`config.mk`:
```
export PLATFORM = sky130hd
export DESIGN_NAME = nixie_digit_animator
export DESIGN_NICKNAME = d
export VERILOG_FILES = /design/src/sv/nda_pkg.sv /design/src/sv/nda_step.sv /design/src/sv/nixie_digit_animator.sv
export SDC_FILE = /design/constraint.sdc
export NUM_CORES = 1
export LEC_CHECK = 0
export BUFFER_PORTS_ARGS = -buffer_cell sky130_fd_sc_hd__clkbuf_2
export CAP_MARGIN = 20
export CORE_MARGIN = 3
export CORE_UTILIZATION = 40
export DETAILED_ROUTE_END_ITERATION = 6
export GPL_ROUTABILITY_DRIVEN = 0
export MAX_ROUTING_LAYER = met4
export PLACE_DENSITY_LB_ADDON = 0.05
export SYNTH_ARGS = -nofsm -noshare
export SYNTH_HDL_FRONTEND = slang
export SYNTH_SLANG_ARGS = --single-unit
```
`constraint.sdc`:
```
create_clock -name clk -period 4.7 [get_ports clk]
set_input_delay 1.175 -clock clk [delete_from_list [all_inputs] [get_ports clk]]
set_output_delay 1.175 -clock clk [all_outputs]
set_load 0.005 [all_outputs]
```
`src/sv/nda_pkg.sv`:
```
package nda_pkg;

  localparam int NUM_DIGITS = 6;
  localparam int DIGIT_W    = 4;
  localparam int IDX_W      = 3;
  localparam int INTERVAL_W = 16;

  localparam logic [DIGIT_W-1:0] BLANK_CODE   = 4'hF;
  localparam logic [DIGIT_W-1:0] DARK_CODE    = 4'd10;
  localparam logic [DIGIT_W-1:0] TOP_DIGIT    = 4'd9;
  localparam logic [IDX_W-1:0]   LAST_STEP    = 3'd6;

  localparam logic [INTERVAL_W-1:0] ANIM_INTERVAL_RST = 16'd100;
  localparam logic [INTERVAL_W-1:0] SEC_INTERVAL_RST  = 16'd50;
  localparam logic [INTERVAL_W-1:0] MH_INTERVAL_RST   = 16'd50;

  typedef logic [NUM_DIGITS-1:0][DIGIT_W-1:0] digits_t;

  typedef enum logic [1:0] {
    MODE_OFF     = 2'd0,
    MODE_STATIC  = 2'd1,
    MODE_FLY_IN  = 2'd2,
    MODE_FLY_OUT = 2'd3
  } mode_t;

  typedef enum logic [1:0] {
    FUNC_TICK    = 2'd0,
    FUNC_FLY_IN  = 2'd1,
    FUNC_FLY_OUT = 2'd2
  } func_t;

  typedef enum logic [2:0] {
    REG_ANIM_INTERVAL = 3'd0,
    REG_SEC_INTERVAL  = 3'd1,
    REG_MH_INTERVAL   = 3'd2,
    REG_ROLL_SEC_UNIT = 3'd3,
    REG_ROLL_BLANK    = 3'd4
  } reg_idx_t;

  // sequencer state besides the digits
  typedef struct packed {
    mode_t            mode;
    logic [IDX_W-1:0] step;
    logic             hv;
    logic             force_pend;
  } ctrl_t;

  // interval events for the current tick
  typedef struct packed {
    logic anim;
    logic sec_roll;
    logic mh_roll;
  } fire_t;

endpackage

```
`src/sv/nda_step.sv`:
```
module nda_step
  import nda_pkg::*;
(
  input  ctrl_t   ctrl,
  input  digits_t digits,
  input  func_t   func,
  input  digits_t target,
  input  logic    force_roll,
  input  fire_t   fire,
  input  logic    roll_sec_unit,
  input  logic    roll_blank,
  output ctrl_t   ctrl_next,
  output digits_t digits_next
);

  function automatic logic [DIGIT_W-1:0] roll_down(input logic [DIGIT_W-1:0] d,
                                                   input logic blank);
    if (d == '0) begin
      return blank ? DARK_CODE : TOP_DIGIT;
    end
    return d - 1'b1;
  endfunction

  logic                force_now;
  logic [DIGIT_W-1:0]  v;
  logic [DIGIT_W:0]    k;

  always_comb begin
    force_now   = ctrl.force_pend | force_roll;
    ctrl_next   = ctrl;
    ctrl_next.force_pend = force_now;
    digits_next = digits;
    v = '0;
    k = '0;

    case (func)
      FUNC_TICK: begin
        if (fire.sec_roll) begin
          if (target[5] != digits[5]) begin
            digits_next[5] = roll_sec_unit ? roll_down(digits[5], roll_blank) : target[5];
          end
          if (target[4] != digits[4]) begin
            digits_next[4] = roll_down(digits[4], roll_blank);
          end
        end
        if (fire.mh_roll) begin
          for (int i = 0; i < 4; i++) begin
            v = force_now ? roll_down(digits[i], roll_blank) : digits[i];
            if (target[i] != v) begin
              digits_next[i] = roll_down(v, roll_blank);
            end
          end
          ctrl_next.force_pend = 1'b0;
        end
        if (fire.anim) begin
          if (ctrl.mode == MODE_FLY_IN) begin
            if (ctrl.step == '0) begin
              digits_next  = {NUM_DIGITS{BLANK_CODE}};
              ctrl_next.hv = 1'b1;
              ctrl_next.step = IDX_W'(1);
            end else if (ctrl.step <= LAST_STEP) begin
              // positions left of the step count take the rightmost targets
              for (int i = 0; i < NUM_DIGITS; i++) begin
                if (IDX_W'(i) < ctrl.step) begin
                  k = (DIGIT_W+1)'(NUM_DIGITS + i) - {2'b00, ctrl.step};
                  digits_next[i] = target[k[IDX_W-1:0]];
                end
              end
              if (ctrl.step == LAST_STEP) begin
                ctrl_next.mode = MODE_STATIC;
                ctrl_next.step = '0;
              end else begin
                ctrl_next.step = ctrl.step + 1'b1;
              end
            end
          end else if (ctrl.mode == MODE_FLY_OUT) begin
            if (ctrl.step == '0) begin
              digits_next    = target;
              ctrl_next.step = IDX_W'(1);
            end else if (ctrl.step <= LAST_STEP) begin
              for (int i = 0; i < NUM_DIGITS; i++) begin
                if (IDX_W'(i) >= ctrl.step) begin
                  k = (DIGIT_W+1)'(i) - {2'b00, ctrl.step};
                  digits_next[i] = target[k[IDX_W-1:0]];
                end else if (IDX_W'(i) == ctrl.step - 1'b1) begin
                  digits_next[i] = BLANK_CODE;
                end
              end
              if (ctrl.step == LAST_STEP) begin
                ctrl_next.mode = MODE_OFF;
                ctrl_next.step = '0;
                ctrl_next.hv   = 1'b0;
              end else begin
                ctrl_next.step = ctrl.step + 1'b1;
              end
            end
          end
        end
      end
      FUNC_FLY_IN: begin
        ctrl_next.mode = MODE_FLY_IN;
        ctrl_next.step = '0;
      end
      FUNC_FLY_OUT: begin
        ctrl_next.mode = MODE_FLY_OUT;
        ctrl_next.step = '0;
      end
      default: begin
      end
    endcase
  end

endmodule

```
`src/sv/nixie_digit_animator.sv`:
```
// six-digit nixie sequencer: rolls digits toward their targets and runs
// fly-in / fly-out animations, paced by millisecond tick beats
//
// input channel s_axis: one beat per tick or command; tuser carries the
// function (tick, start fly-in, start fly-out), tdata the six target digits
// and the force-roll request
// output channel m_axis: exactly one beat per input beat, giving the digit
// drive codes, supply enable and animation mode after that input
// config port: cfg_we/cfg_index/cfg_data write one register per clock; the user
// must write only while the channels are idle, the block does not enforce it
//
// latency: the result beat is valid the cycle after the input beat is taken
// throughput: one beat per cycle; the state registers double as the output
// register, so the next input is taken in the same cycle the result leaves
// stall: while m_axis_tready is low a waiting result holds and s_axis_tready
// drops; nothing is lost or repeated
// reset: tube blank (code 15), supply off, mode off, timers cleared,
// registers at their default intervals
module nixie_digit_animator
  import nda_pkg::*;
#(
  parameter int TIMER_BITS = 16
) (
  input  logic        clk,
  input  logic        rst,
  input  logic        s_axis_tvalid,
  output logic        s_axis_tready,
  // target_digit_0..5 [23:0], force_roll [24], zero [31:25]
  input  logic [31:0] s_axis_tdata,
  // func [1:0]
  input  logic [1:0]  s_axis_tuser,
  output logic        m_axis_tvalid,
  input  logic        m_axis_tready,
  // shown_digit_0..5 [23:0], hv_enable [24], anim_mode [26:25], zero [31:27]
  output logic [31:0] m_axis_tdata,
  input  logic        cfg_we,
  input  logic [2:0]  cfg_index,
  input  logic [15:0] cfg_data
);

  // compare width wide enough for both the timers and the interval registers
  localparam int CMP_W = (TIMER_BITS > INTERVAL_W) ? TIMER_BITS : INTERVAL_W;

  // configuration registers
  logic [INTERVAL_W-1:0] anim_interval;
  logic [INTERVAL_W-1:0] sec_interval;
  logic [INTERVAL_W-1:0] mh_interval;
  logic                  roll_sec_unit;
  logic                  roll_blank;

  // sequencer state
  ctrl_t   ctrl, ctrl_next;
  digits_t digits, digits_next;
  logic [TIMER_BITS-1:0] since_anim, since_sec, since_mh;
  logic [TIMER_BITS-1:0] since_anim_next, since_sec_next, since_mh_next;
  logic [TIMER_BITS-1:0] anim_bump, sec_bump, mh_bump;

  logic    accept;
  logic    tick;
  logic    is_static;
  func_t   func;
  digits_t target;
  fire_t   fire;

  // state only moves when the previous result has left or is leaving
  assign s_axis_tready = !m_axis_tvalid || m_axis_tready;
  assign accept        = s_axis_tvalid && s_axis_tready;

  assign func   = func_t'(s_axis_tuser);
  assign target = s_axis_tdata[NUM_DIGITS*DIGIT_W-1:0];
  assign tick   = (func == FUNC_TICK);
  assign is_static = (ctrl.mode == MODE_STATIC);

  // saturating millisecond timers
  assign anim_bump = (since_anim == '1) ? since_anim : since_anim + 1'b1;
  assign sec_bump  = (since_sec == '1)  ? since_sec  : since_sec + 1'b1;
  assign mh_bump   = (since_mh == '1)   ? since_mh   : since_mh + 1'b1;

  // interval events: rolls only in the static mode, animation steps otherwise
  always_comb begin
    fire.sec_roll = tick && is_static &&
                    (CMP_W'(sec_bump) >= CMP_W'(sec_interval));
    fire.mh_roll  = tick && is_static &&
                    (CMP_W'(mh_bump) >= CMP_W'(mh_interval));
    fire.anim     = tick && !is_static &&
                    (CMP_W'(anim_bump) >= CMP_W'(anim_interval));
  end

  always_comb begin
    since_anim_next = since_anim;
    since_sec_next  = since_sec;
    since_mh_next   = since_mh;
    if (tick) begin
      since_anim_next = fire.anim     ? '0 : anim_bump;
      since_sec_next  = fire.sec_roll ? '0 : sec_bump;
      since_mh_next   = fire.mh_roll  ? '0 : mh_bump;
    end
  end

  nda_step u_step (
    .ctrl          (ctrl),
    .digits        (digits),
    .func          (func),
    .target        (target),
    .force_roll    (s_axis_tdata[NUM_DIGITS*DIGIT_W]),
    .fire          (fire),
    .roll_sec_unit (roll_sec_unit),
    .roll_blank    (roll_blank),
    .ctrl_next     (ctrl_next),
    .digits_next   (digits_next)
  );

  always_ff @(posedge clk) begin
    if (rst) begin
      anim_interval <= ANIM_INTERVAL_RST;
      sec_interval  <= SEC_INTERVAL_RST;
      mh_interval   <= MH_INTERVAL_RST;
      roll_sec_unit <= 1'b1;
      roll_blank    <= 1'b0;
    end else if (cfg_we) begin
      case (reg_idx_t'(cfg_index))
        REG_ANIM_INTERVAL: anim_interval <= cfg_data;
        REG_SEC_INTERVAL:  sec_interval  <= cfg_data;
        REG_MH_INTERVAL:   mh_interval   <= cfg_data;
        REG_ROLL_SEC_UNIT: roll_sec_unit <= cfg_data[0];
        REG_ROLL_BLANK:    roll_blank    <= cfg_data[0];
        default: begin
        end
      endcase
    end
  end

  always_ff @(posedge clk) begin
    if (rst) begin
      ctrl.mode       <= MODE_OFF;
      ctrl.step       <= '0;
      ctrl.hv         <= 1'b0;
      ctrl.force_pend <= 1'b0;
      digits          <= {NUM_DIGITS{BLANK_CODE}};
      since_anim      <= '0;
      since_sec       <= '0;
      since_mh        <= '0;
      m_axis_tvalid   <= 1'b0;
    end else begin
      if (accept) begin
        ctrl       <= ctrl_next;
        digits     <= digits_next;
        since_anim <= since_anim_next;
        since_sec  <= since_sec_next;
        since_mh   <= since_mh_next;
        m_axis_tvalid <= 1'b1;
      end else if (m_axis_tready) begin
        m_axis_tvalid <= 1'b0;
      end
    end
  end

  // the result beat is the state after the accepted input
  assign m_axis_tdata = {5'b0, ctrl.mode, ctrl.hv, digits};

endmodule

```
Word level (Yosys, flattened, before mapping):

Index checks and enable logic that the tools add are counted.

* register bits after elaboration: 130
* bits of input ports: 58
* output and inout port bits: 34
* logic and storage cells: 297

* add/sub/neg operators: 27
* order comparisons: 28
* equality and inequality tests: 32
* mux-type cells: 153
* bitwise logic cells: 1
* reduce and logical (&&, ||, !) cells: 37

Operator list (number)
* $mux W4: 69
* $mux W24: 7
* $bmux W4 S3: 12
* $mux W16: 7
* $add A16 B1 Y16 const B: 3
* $eq A16 B16 Y1 const B: 3
* $ge A16 B16 Y1: 3
* $lt A3 B4 Y1 const B: 12
* $mux W1: 43
* $logic_not A4 Y1: 10
* $sub A4 B1 Y4 const B: 10
* $mux W6: 4
* $ne A4 B4 Y1: 6
* $pmux W5 S3: 1
* $reduce_and A2 Y1: 6
* $sub A1 B3 Y3 const A: 4
* $sub A2 B3 Y3 const A: 4
* $sub A3 B3 Y3 const A: 4
* $mux W2: 5
* $logic_not A3 Y1: 3
* $mux W3: 3
* $mux W8: 1
* $ne A2 B1 Y1 const B: 4
* $reduce_and A8 Y1: 1
* 29 further kinds: 53

Longest topological paths before layout:

Gate-level depths: netlist (run 1).

* word-level depth: 25
* mapped depth: 20

Hierarchy:

From an unflattened synthesis (run 1), not the netlist that was laid out.

* cell total of the unflattened synthesis: 1654
* area, all modules: 12046.6 um^2

Modules (own cells, without submodules)
* nixie_digit_animator: times used 1, cells an instance 912, area an instance 7131.8 um^2
* nda_step: times used 1, cells an instance 742, area an instance 4914.7 um^2

Least setup slack after synthesis (run 1):

Ideal clock, no wire load.

* path type: reg2reg
* from: register since_sec[2]
* to: register digits (netlist bit m_axis_tdata[22])
* library setup time: 0.122 ns
* arrival: 3.852 ns
* required time: 4.578 ns
* path slack: 0.726 ns
* cell stages (with the launch flop): 17
* buffers on the path: 0
* period minus slack after synthesis: 3.974 ns
* cell sequence: dfxtp_1 -> nand3_2 -> nor4_1 -> nand3_1 -> and3_1 -> nor2b_1 -> and3_1 -> xor2_1 -> ha_1 -> nand2_1 -> o21a_1 -> o21ai_0 -> a21oi_1 -> a211oi_2 -> mux2i_1 -> o2bb2a_1 -> o32a_1

* longest elaborated chain between the ends: 12

RTL lines
* start, declared: line nixie_digit_animator.sv:54 `logic [TIMER_BITS-1:0] since_anim, since_sec, since_mh;`
* start signal, assigned: line nixie_digit_animator.sv:149 `since_sec <= since_sec_next;`
* $add A16 B1 Y16 / $eq A16 B16 Y1 (equally long branches): line nixie_digit_animator.sv:76 `assign sec_bump = (since_sec == '1) ? since_sec : since_sec + 1'b1;`
* $mux W16 *: line nixie_digit_animator.sv:76
* $ge A16 B16 Y1 *: line nixie_digit_animator.sv:82 `(CMP_W'(sec_bump) >= CMP_W'(sec_interval));`
* $logic_and A1 B1 Y1 *: line nixie_digit_animator.sv:81 `fire.sec_roll = tick && is_static &&`
* $mux W8 *: line nda_step.sv:38 `if (fire.sec_roll) begin`
* $mux W4: line nda_step.sv:85 `end else if (IDX_W'(i) == ctrl.step - 1'b1) begin`
* $mux W4: line nda_step.sv:82 `if (IDX_W'(i) >= ctrl.step) begin`
* $mux W24: line nda_step.sv:80 `end else if (ctrl.step <= LAST_STEP) begin`
* $mux W24: line nda_step.sv:77 `if (ctrl.step == '0) begin`
* $mux W24: line nda_step.sv:76 `end else if (ctrl.mode == MODE_FLY_OUT) begin`
* $mux W24: line nda_step.sv:56 `if (ctrl.mode == MODE_FLY_IN) begin`
* $mux W24 *: line nda_step.sv:55 `if (fire.anim) begin`
* end signal, assigned: line nixie_digit_animator.sv:139 `digits <= {NUM_DIGITS{BLANK_CODE}};`
* end signal, assigned: line nixie_digit_animator.sv:147 `digits <= digits_next;`
* end, declared: line nixie_digit_animator.sv:53 `digits_t digits, digits_next;`

Every way passes the cells marked *; elsewhere a longest branch is shown, timed or not.
A chain may end at the register's enable or synchronous reset.

Worst setup path in the final report (run 1):

* from: register since_mh[0]
* to: register digits (netlist bit m_axis_tdata[1])

* longest elaborated chain between the ends: 12

RTL lines
* start, declared: line nixie_digit_animator.sv:54
* start signal, assigned: line nixie_digit_animator.sv:150 `since_mh <= since_mh_next;`
* $add A16 B1 Y16 / $eq A16 B16 Y1 (equally long branches): line nixie_digit_animator.sv:77 `assign mh_bump = (since_mh == '1) ? since_mh : since_mh + 1'b1;`
* $mux W16 *: line nixie_digit_animator.sv:77
* $ge A16 B16 Y1 *: line nixie_digit_animator.sv:84 `(CMP_W'(mh_bump) >= CMP_W'(mh_interval));`
* $logic_and A1 B1 Y1 *: line nixie_digit_animator.sv:83 `fire.mh_roll = tick && is_static &&`
* $mux W16 *: line nda_step.sv:46 `if (fire.mh_roll) begin`
* $mux W4: line nda_step.sv:85
* $mux W4: line nda_step.sv:82
* $mux W24: line nda_step.sv:80
* $mux W24: line nda_step.sv:77
* $mux W24: line nda_step.sv:76
* $mux W24: line nda_step.sv:56
* $mux W24 *: line nda_step.sv:55

Marked as above.

==> results.txt, run 1 <==
The flow ran to the end, and the final reports show no timing, DRC or antenna violations. The tools report the post-detailed-route count of antenna-violating nets as 0. The hold violation count in the final report was 0; the worst ir drop on vdd was 0.000163 V. Buffers placed on the I/O ports in this run total 79. The global-route wire length before repair was 62.2 mm; the total of cells resized after clock tree synthesis was 0. Clock-pin slew was measured on the worst setup and hold paths at 0.07 ns. The worst path arrival time was 4.68 ns. The tightest min-delay check is of the reg2reg type. The layout-stage area growth over the synthesis result is 12.1%, and the slack of the worst reg-to-reg path is 0.32 ns. The cell with the biggest individual delay on the critical path is or4_4. The number of pins with negative max-slew slack in the final report came out at 0.

The logs give 0.42 ns for the worst-skew pair later-pin latency and 46.1% for the headroom to the max-slew limit. The run gives 11900 as the total vias in the final route. For the number of placement rows, the log shows 61. Max-cap violations in this run came to 0. The number of iterations in the first detailed-routing pass was 5; the routed wire length per instance was 19.6 µm. The first routing iteration left 867 violations. The library cell used most frequently in the layout, excluding fill and tap cells, is nand2_1. The async set-or-reset flop fraction in the synthesized netlist is 0%.

The worst hold path stage count came out at 2. Critical path data required time: 5.00 ns. The path with the worst hold slack has its endpoint at anim_interval[7].

Traced cell by cell, the critical path runs through ha_1 -> nand2_1 -> nor2_2 -> nand4_1 -> and3_1 -> nand3_1 -> xnor2_1 -> ha_1 -> and3_1 -> nand4_1 -> or4_4 -> a41oi_4 -> buf_4 -> a21o_1 -> o21ai_1 -> a221oi_1 -> o31ai_1. For the count of yosys warnings during synthesis, the log shows 0. For the number of levels the H-tree was split into, the log shows 4. Detailed placement ended at an HPWL of 29.3 mm. The reg-to-reg critical path startpoint was since_mh[0]. The largest net degree at the start of global routing is 67. Largest fanout on the critical path: 14. Measured in cells, the most critical reg-to-reg path has a length of 17. For the final database, setup skew stands at 0.0163 ns. The average cell area after synthesis came out at 7.43 µm².

The transition time at the pin with the least slew margin was 0.808 ns. Summing every instance area after synthesis gives 11600 µm². The run gives 99 as the number of library cell types mapped by synthesis. Setup repair after global routing left no endpoint under its margin. The kind of critical path is reg2reg. The sort of element at the end of the critical path is a flip-flop.

TritonCTS built the clock tree. The minimum clock period is 4.38 ns, and the longest individual stage delay on the worst path is 0.57 ns. For the initial antenna violation count, the log shows 0. The worst-case clock buffer depth is 2. The type of origin of the critical path is a flip-flop. The routed metal-1 wire length is 17.8 mm, and the proportion of synthesized chip area in sequential cells is 22.3%. The area of the die came out at 31200 µm². The top cell types in the final layout, fill and taps aside, are nand2_1, a21oi_1, dfxtp_1, nor2_1, o21ai_0. The chip height was 177 µm; the fraction of final layout cells with drive strength greater than 1 was 13.3%.

Detailed routing placed a total of 1.83 mm of wire on met3. In the routed layout, each cell is associated on average with a via count of 5.93. The number of clock buffers added by TritonCTS is 17. The detailed route wirelength on metal2 is 18.5 mm. For the final routed database, the setup TNS stands at 0 ns. 0 antenna diodes ended up in the layout.

Initial standard-cell utilization of the core: 41.3%. Setup violations remaining at the end of the flow were counted as 0. The run gives 1568 as the synthesized instance count. The total overflow left after global routing is 0. The count of nets after finishing came out at 1755.

Derived from the worst setup path, the maximum achievable clock frequency is 0.228 GHz. For the number of global-route vias before repair, the log shows 11300. After detailed routing, the number of remaining DRC violations is 0. For the post-route cell area, the log shows 13100 µm². Cell area after placement: 12500 µm².

The tools report the hold path startpoint as anim_interval[7]. The post-synthesis register bit count is 130. The tools report the clock net sink count as 130.

The run gives 92 as the I/O pin count. The total area inside the core boundary comes to 28200 µm². For this run, the leading register cell type out of synthesis is dfxtp_1. Power spread over the standard cell area amounts to 218 nW/µm².

Hold repair after CTS inserted 0 buffers. In this run the clock root is driven by a clkbuf_16. Number of filler instances in the final layout: 2937. Buffers added to address setup during post-CTS repair amount to 0.

The die is 177 µm wide. Global routing consumed, over all layers together, 25.7% of the routing resources. The top metal layer carrying routed signals was met4. The worst path uses 93.2% of the clock period. In this run the static leakage power is 5.16 nW. In this run the critical register-to-register path is captured at m_axis_tdata[1].

The number of flops mapped to enable cells by yosys came out at 0. The final layout contains routed wiring with a total length of 39.3 mm.
-- power breakdown --
group / switching, mW / leakage, nW / internal, mW
registers: 0.0164 / 1.05 / 1.12
logic: 0.226 / 3.83 / 0.120
clock network: 0.557 / 0.282 / 0.806
-- routing by layer --
metal	track usage, %	up-vias
met5	-	-
met4	9.07	0
met3	3.11	61
met2	41.2	339
met1	33.4	5688
li1	-	5816
-- cell usage after synthesis, types with 13 or more instances --
cell	count	area share (%)
nand2_1	184	5.9
a21oi_1	170	7.3
dfxtp_1	130	22
nor2_1	123	4.0
o21ai_0	105	4.5
inv_1	88	2.8
ha_1	82	8.8
clkbuf_1	63	2.0
nor3_1	38	1.6
xnor2_1	36	2.7
nand3_1	33	1.4
a22oi_1	27	1.7
mux2i_1	27	2.3
and3_1	26	1.4
a31oi_1	25	1.3
xor2_1	21	1.6
nand2b_1	20	1.1
a21o_1	18	1.2
and2_1	17	0.91
mux4_2	16	3.1
nand4_1	16	0.86
buf_2	14	0.60
o21a_1	14	0.90
nor2b_1	13	0.70
-- cell type report --
class,count,area (µm²),area share (%)
Multi-Input combinational cell,1255,8320,63.7
Sequential cell,130,2600,19.9
Timing Repair Buffer,121,738,5.65
Tap cell,378,473,3.62
Clock buffer,19,443,3.39
Inverter,90,338,2.59
Clock inverter,13,151,1.16
-- worst max path at each step --
stage                  start               end  slack (ns)  cells after the start
2_1_floorplan   since_sec[2]  m_axis_tdata[22]        0.73                     16
3_3_place_gp   since_anim[5]  m_axis_tdata[19]        0.33                     18
3_5_place_dp     since_mh[0]   m_axis_tdata[1]        0.29                     17
4_1_cts          since_mh[0]   m_axis_tdata[1]        0.27                     17
5_1_grt        since_anim[5]  m_axis_tdata[11]       0.004                     18
6_report         since_mh[0]   m_axis_tdata[1]        0.32                     17
-- metrics by stage --
stage	instances	worst slack [ns]	hold WS, ns	power (mW)	utilization [%]
finish	2006	0.320	0.454	2.84	46.3
global route	2006	0.00366	0.468	2.96	46.3
global placement	1974	0.327	0.443	1.50	44.1
floorplan	1572	0.726	0.436	1.36	-
detailed placement	1974	0.294	0.446	1.50	44.1
CTS	2006	0.265	0.455	2.87	46.2
-- worst max-delay path: cells and delay by family, from the launching register on --
| family | cells | cell delay (ns) |
|---|---|---|
| AND/OR/NAND/NOR | 8 | 1.84 |
| AO/OA/AOI/OAI | 5 | 1.08 |
| adder cells (fa/ha/maj) | 2 | 0.50 |
| flip-flops | 1 | 0.40 |
| buffers and inverters | 1 | 0.30 |
| XOR/XNOR | 1 | 0.13 |
-- cells by family (layout without fill, tap and decap cells) --
logic type	count (synthesis)	count (layout)	share of synthesized area (%)
and+or+nand+nor	545	545	22.9
AOI/OAI and AO/OA	511	511	28.5
buffers and inverters	187	243	6.53
DFF	130	130	22.3
adders and majority gates	82	82	8.81
xor gates and xnor gates	57	57	4.29
muxes	55	55	6.57
other	1	5	0.0322
-- registers in the layout, summed over array words and instances (netlist names) --
name and count:
sec_interval 16, mh_interval 16, ctrl 4, roll_sec_unit 1, roll_blank 1, since_sec 16
m_axis_tvalid 1, anim_interval 16, since_mh 16, since_anim 16, m_axis_tdata 27
No activity file was read; power rests on OpenSTA's default activity.
==> run 2: changes to the inputs <==
--- a/config.mk
+++ b/config.mk
@@ -7,8 +7,11 @@
 export LEC_CHECK = 0
 export BUFFER_PORTS_ARGS = -buffer_cell sky130_fd_sc_hd__clkbuf_2
 export CAP_MARGIN = 20
+export CELL_PAD_IN_SITES_DETAIL_PLACEMENT = 1
+export CELL_PAD_IN_SITES_GLOBAL_PLACEMENT = 1
 export CORE_MARGIN = 3
 export CORE_UTILIZATION = 40
+export CTS_BUF_LIST = sky130_fd_sc_hd__clkbuf_8
 export DETAILED_ROUTE_END_ITERATION = 6
 export GPL_ROUTABILITY_DRIVEN = 0
 export MAX_ROUTING_LAYER = met4
==> results.txt, run 2 (synthesis gave the netlist of run 1 again) <==
The hold path startpoint was sec_interval[9] (was anim_interval[7]). The max-cap check violation count was 0 (unchanged). Total power consumption of the routed design: 2.47 mW (was 2.84 mW). The critical path data required time came out at 5.05 ns (was 5.00 ns). The post-detailed-route count of antenna-violating nets is 0 (unchanged). The largest net degree at the start of global routing is 79 (was 67). The worst slack after detailed placement was 0.287 ns (was 0.294 ns); the static power due to leakage was 5.09 nW (was 5.16 nW). For the post-CTS repair timing setup buffer count, the log shows 0 (unchanged).

The cell at the root of the clock tree was clkbuf_8 (was clkbuf_16). The worst hold slack was 0.459 ns (was 0.454 ns); the longest individual stage delay on the worst path was 0.56 ns (was 0.57 ns). The total vias in the final route is 12100 (was 11900), and the largest fanout on the critical path is 11 (was 14). Cells along the critical path: and3_1 -> and4_1 -> and3_1 -> nor4bb_1 -> nor2_1 -> ha_1 -> and3_1 -> nand4_1 -> or4_4 -> a41oi_4 -> o41ai_2 -> clkbuf_4 -> or3b_2 -> a31oi_1 -> o21ai_2 (was ha_1 -> nand2_1 -> nor2_2 -> nand4_1 -> and3_1 -> nand3_1 -> xnor2_1 -> ha_1 -> and3_1 -> nand4_1 -> or4_4 -> a41oi_4 -> buf_4 -> a21o_1 -> o21ai_1 -> a221oi_1 -> o31ai_1). The logs give 39.6% (was 46.1%) for the headroom to the max-slew limit and 17 (unchanged) for the number of buffers created by CTS. The run gives 3614 (was 2937) as the number of filler instances in the final layout. The total of buffers placed on input and output ports was 79 (unchanged); the count of nets after finishing was 1757 (was 1755). The part of the cycle the worst path needs is 93.7% (was 93.2%). The final setup violation count was 0 (unchanged); the worst-case clock buffer depth was 2 (unchanged). For the antenna diode count, the log shows 0 (unchanged).

The power per cell area is 192 nW/µm² (was 218 nW/µm²), and the global-route wire length before repair is 66.8 mm (was 62.2 mm). The flow ran to the end, and the final reports show no timing, DRC or antenna violations. The logs give 27.6% (was 25.7%) for the overall track demand over capacity in global routing and 92 (unchanged) for the I/O pin count.

The detailed placement HPWL was 31.9 mm (was 29.3 mm). The post-route cell area is 12900 µm² (was 13100 µm²), and the worst ir drop on vdd is 0.000140 V (was 0.000163 V). The achievable frequency was 0.227 GHz (was 0.228 GHz); the number of DRC violations after detailed-routing iteration 0 was 812 (was 867). TritonCTS built the clock tree. Total negative slack for setup checks: 0 ns (unchanged). The area of the core is 28200 µm² (unchanged), and the number of levels the H-tree was split into is 4 (unchanged). The logs give 1975 (was 1974) for the cell count after placement and 4.76 ns (was 4.68 ns) for the worst path arrival time. The type of origin of the critical path was a flip-flop (unchanged). The final critical-path setup slack is 0.295 ns (was 0.320 ns), and the routed wire length per instance is 21.1 µm (was 19.6 µm). The kind of critical path is reg2reg (unchanged). The tools report the number of global-route vias before repair as 12000 (was 11300). Top library cells by usage in the layout, fill and taps aside: nand2_1, a21oi_1, dfxtp_1, nor2_1, o21ai_0 (unchanged). The run gives 2008 (was 2006) as the non-filler instance count after layout. The path type of the worst min-delay path is reg2reg (unchanged).

The initial antenna violation count was 0 (unchanged); the initial standard-cell utilization of the core was 41.3% (unchanged). The run gives 45.6% (was 46.3%) as the final standard cell utilization of the core. Cell seen most often among critical-path stages: and3_1.

The flip-flop count of the largest register after layout was 27 (unchanged). Detail-routed via count per cell: 6.05 (was 5.93). The post-route clock skew is 0.0245 ns (was 0.0163 ns), and the clock transition at the registers of the reported paths is 0.09 ns (was 0.07 ns). Setup repair after global routing left no endpoint under its margin. The run gives 0 (unchanged) as the total overflow reported by the global router. The layout-stage area growth over the synthesis result works out to 10.5% (was 12.1%). The transition time at the pin with the least slew margin came out at 0.906 ns (was 0.808 ns).

The launching element of the worst setup path was since_mh[6] (was since_mh[0]). The die outline width was 177 µm (unchanged). The sort of element at the end of the critical path was a flip-flop (unchanged). The minimum clock period came out at 4.41 ns (was 4.38 ns).

The area of the die was 31200 µm² (unchanged); the number of iterations in the first detailed-routing pass was 5 (unchanged). The reg-to-reg critical path startpoint was since_mh[6] (was since_mh[0]). The cell area after placement was 12500 µm² (about the same); the number of placement rows was 61 (unchanged). Cell with the biggest individual delay on the critical path: or4_4 (unchanged). The logs give 42.4 mm (was 39.3 mm) for the total length of routed wires and 0.47 ns (was 0.42 ns) for the worst-skew pair later-pin latency. Most common cell after layout, fill and taps aside: nand2_1 (unchanged). The fraction of final layout cells with drive strength greater than 1 works out to 13.5% (was 13.3%).

The number of pins with negative max-slew slack in the final report is 0 (unchanged). The chip height was 177 µm (unchanged); the hold violation count in the final report was 0 (unchanged). The number of remaining DRC errors is 0 (unchanged).

The tools report the clock net sink count as 130 (unchanged).
==> run 2: cell count changes in the layout (fill, tap and decap cells not counted), moves of 2 or more <==
cell | previous run | this run
clkinv_4 | 3 | 1
clkbuf_16 | 17 | 0
inv_8 | 1 | 3
inv_6 | 3 | 5
clkbuf_8 | 1 | 17
==> run 2: critical path, delay by kind of cell (launching register included) <==
| kind | cells | cell delay [ns] |
|---|---|---|
| DFF | 1 | 0.44 |
| AOI/OAI and AO/OA | 4 | 0.71 |
| and+or+nand+nor | 9 | 2.61 |
| adders and majority gates | 1 | 0.31 |
| buffers and inverters | 1 | 0.22 |
==> run 2: per-layer routing <==
| metal | up-vias | global-route usage, % | wire length (µm) |
|---|---|---|---|
| met3 | 64 | 3.35 | 1640 |
| li1 | 5800 | - | - |
| met5 | - | - | 0 |
| met1 | 5991 | 35.3 | 19100 |
| met2 | 290 | 45.4 | 20300 |
| met4 | 0 | 9.59 | 1320 |
==> run 2: where the power goes <==
group	switching (mW)	internal, mW
registers	0.0164	1.12
logic	0.232	0.120
clock network	0.547	0.435
total	0.795	1.67
==> run 2: path summary, 6_finish.rpt <==
kind                            to  slack [ns]  cells after the start
hold / removal     sec_interval[9]        0.46                      2
setup reg to reg  m_axis_tdata[10]        0.29                     15
setup / recovery  m_axis_tdata[10]        0.29                     15
hold reg to reg    sec_interval[9]        0.46                      2
==> run 2: area by class of cell <==
type	instances	area (µm²)	area share (%)
repair buffers	123	757	5.88
clock buffers	17	234	1.82
well taps	378	473	3.67
multi-input cells	1255	8320	64.6
flip-flops and latches	130	2600	20.2
clock inverters	15	150	1.17
inverters	90	338	2.62
==> run 2: timing repair <==
item | in CTS | in global routing
hold buffers | 0 | 0
endpoints found under the setup margin | 0 | 13
gates resized for setup | 0 | 6
endpoints found under the hold margin | 0 | 0
==> run 3: changes to the inputs <==
--- a/config.mk
+++ b/config.mk
@@ -14,6 +14,7 @@
 export CTS_BUF_LIST = sky130_fd_sc_hd__clkbuf_8
 export DETAILED_ROUTE_END_ITERATION = 6
 export GPL_ROUTABILITY_DRIVEN = 0
+export GPL_TIMING_DRIVEN = 0
 export MAX_ROUTING_LAYER = met4
 export PLACE_DENSITY_LB_ADDON = 0.05
 export SYNTH_ARGS = -nofsm -noshare
==> results.txt, run 3 (synthesis gave the netlist of run 1 again) <==
The tools report the clock net sink count as 130 (unchanged). The checks that failed: DRC. The area of the multi-input gates came out at 8440 µm² (was 8320 µm²). The detailed placement HPWL is 37.4 mm (was 31.9 mm). The tools report the worst-case clock buffer depth as 2 (unchanged).

The tools report the worst hold slack as 0.460 ns (was 0.459 ns). The tools report the antenna diode count as 0 (unchanged). The max-cap check violation count was 0 (unchanged).

The static power due to leakage was 5.19 nW (was 5.09 nW). The number of pins with negative max-slew slack in the final report came out at 0 (unchanged). The total of buffers placed on input and output ports is 77 (was 79), and the largest fanout on the critical path is 10 (was 11). The tools report the number of global-route vias before repair as 12900 (was 12000).

For the initial standard-cell utilization of the core, the log shows 41.3% (unchanged). The run finished, with violations left. The worst path arrival time is 4.88 ns (was 4.76 ns), and the cell area after placement is 12500 µm² (about the same). The minimum clock period came out at 4.52 ns (was 4.41 ns).

The sort of element at the end of the critical path was a flip-flop (unchanged). Post-detailed-route count of antenna-violating nets: 0 (unchanged). The tools report the area of the die as 31200 µm² (unchanged). For the worst-skew pair later-pin latency, the log shows 0.47 ns (about the same). Longest individual stage delay on the worst path: 0.55 ns (was 0.56 ns). The run gives 61 (unchanged) as the number of placement rows. Top library cells by usage in the layout, fill and taps aside: nand2_1, a21oi_1, dfxtp_1, nor2_1, o21ai_0 (unchanged). Cells along the critical path: and4_2 -> nand4_1 -> or3_4 -> nor2b_1 -> and2_4 -> nand3_2 -> xnor2_2 -> ha_1 -> a21oi_1 -> o21ai_0 -> a221oi_2 -> nor2_4 -> or2_4 -> buf_4 -> buf_6 -> nand3_1 -> a21oi_1 -> o31ai_2 (was and3_1 -> and4_1 -> and3_1 -> nor4bb_1 -> nor2_1 -> ha_1 -> and3_1 -> nand4_1 -> or4_4 -> a41oi_4 -> o41ai_2 -> clkbuf_4 -> or3b_2 -> a31oi_1 -> o21ai_2). The layout-stage area growth over the synthesis result is 13.1% (was 10.5%), and the initial antenna violation count is 0 (unchanged). Die outline width: 177 µm (unchanged). The run gives 0 ns (unchanged) as the total negative slack for setup checks. Setup repair after global routing left no endpoint under its margin. Kind of critical path: reg2reg (unchanged). The worst ir drop on vdd came out at 0.000149 V (was 0.000140 V).

The logs give 0.221 GHz (was 0.227 GHz) for the achievable frequency and 74.7 mm (was 66.8 mm) for the global-route wire length before repair. The logs give 2630 µm² (was 2600 µm²) for the footprint of the flip-flops and latches and 17 (was 79) for the largest net degree at the start of global routing. The flip-flop count of the largest register after layout is 27 (unchanged). The slack of the worst reg-to-reg path is 0.18 ns (was 0.29 ns).

The type of origin of the critical path is a flip-flop (unchanged). Headroom to the max-slew limit: 31.5% (was 39.6%). The cell with the biggest individual delay on the critical path was a221oi_2 (was or4_4). The final setup violation count is 0 (unchanged), and the part of the cycle the worst path needs is 96.1% (was 93.7%).

The detail-routed via count per cell is 6.19 (was 6.05), and the count of nets after finishing is 1816 (was 1757). The logs give 12800 (was 12100) for the total vias in the final route and 28200 µm² (unchanged) for the area of the core. Hold violation count in the final report: 0 (unchanged). The tools report the number of iterations in the first detailed-routing pass as 7 (was 5). The chip height came out at 177 µm (unchanged). The number of levels the H-tree was split into is 4 (unchanged), and the number of DRC violations after detailed-routing iteration 0 is 957 (was 812). The fraction of final layout cells with drive strength greater than 1 works out to 14.2% (was 13.5%). The number of buffers created by CTS was 17 (unchanged); the transition time at the pin with the least slew margin was 1.02 ns (was 0.906 ns). The routed wire length per instance came out at 23.6 µm (was 21.1 µm). Cell at the root of the clock tree: clkbuf_8 (unchanged). The path type of the worst min-delay path was reg2reg (unchanged). The post-route clock skew was 0.0275 ns (was 0.0245 ns); the overall track demand over capacity in global routing was 31.7% (was 27.6%).

The clock transition at the registers of the reported paths was 0.10 ns (was 0.09 ns); the total length of routed wires was 48.7 mm (was 42.4 mm). The total overflow reported by the global router is 0 (unchanged). The most common cell after layout, fill and taps aside was nand2_1 (unchanged). TritonCTS built the clock tree. The number of remaining DRC errors was 1 (was 0). The number of filler instances in the final layout was 3640 (was 3614). The I/O pin count is 92 (unchanged). The tools report the critical path data required time as 5.06 ns (was 5.05 ns). Cell seen most often among critical-path stages: a21oi_1 (was and3_1). The power per cell area works out to 192 nW/µm² (about the same). The tools report the post-route cell area as 13200 µm² (was 12900 µm²).
==> run 3: cell count changes in the layout (fill, tap and decap cells not counted), sizes merged <==
cell      previous run  this run
bufinv               1         2
inv                 97        93
clkbuf              96       155
clkinvlp             4         2
clkinv               3         7
==> run 3: metrics by stage <==
step	worst slack, ns	instances	power [mW]	utilization, %
floorplan	0.726	1572	1.36	-
global placement	-1.20	2027	1.52	44.3
detailed placement	-1.31	2027	1.52	44.3
CTS	-0.0533	2056	2.55	46.0
global route	0.000947	2066	2.63	46.7
finish	0.181	2066	2.53	46.7
==> run 3: power breakdown <==
group | internal (mW) | switching (mW) | leakage [nW]
Clock | 0.476 | 0.551 | 0.193
Combinational | 0.124 | 0.263 | 3.94
Sequential | 1.11 | 0.00845 | 1.06
==> run 3: final cells by class <==
type                    instances  share of cell area [%]
well taps                     378                    3.59
multi-input cells            1255                    64.0
clock inverters                14                    1.15
inverters                      90                    2.56
clock buffers                  17                    1.78
repair buffers                 87                    3.59
plain buffers                  95                    3.38
flip-flops and latches        130                    19.9
==> run 3: worst paths after layout <==
kind,start,to,cells after the start
worst min-delay path,sec_interval[6],sec_interval[6],2
worst min register to register,sec_interval[6],sec_interval[6],2
worst max-delay path,since_anim[6],m_axis_tdata[1],18
worst max register to register,since_anim[6],m_axis_tdata[1],18
==> run 3: worst max-delay path, delay by kind of cell (launching register included) <==
| family | cells | cell delay, ns |
|---|---|---|
| compound gates | 5 | 1.25 |
| xor+xnor | 1 | 0.14 |
| fa+ha+maj | 1 | 0.29 |
| buf+inv | 2 | 0.41 |
| flops | 1 | 0.38 |
| simple gates | 9 | 1.93 |
==> run 3: timing repair <==
action                                  CTS  global route
endpoints found under the hold margin     0             0
setup buffers                             0            10
endpoints found under the setup margin   64            70
gates cloned                              0             0
hold buffers                              0             0
resized for setup                        28            38
pin swaps                                 1             9
==> run 3: routing by layer <==
layer  GRT usage (%)  routed length [µm]  up-vias
li1                -                   -     5920
met1            37.9               19900     6274
met2            53.2               23400      471
met3            4.46                3080      129
met4            13.9                2410        0
met5               -                   0        -
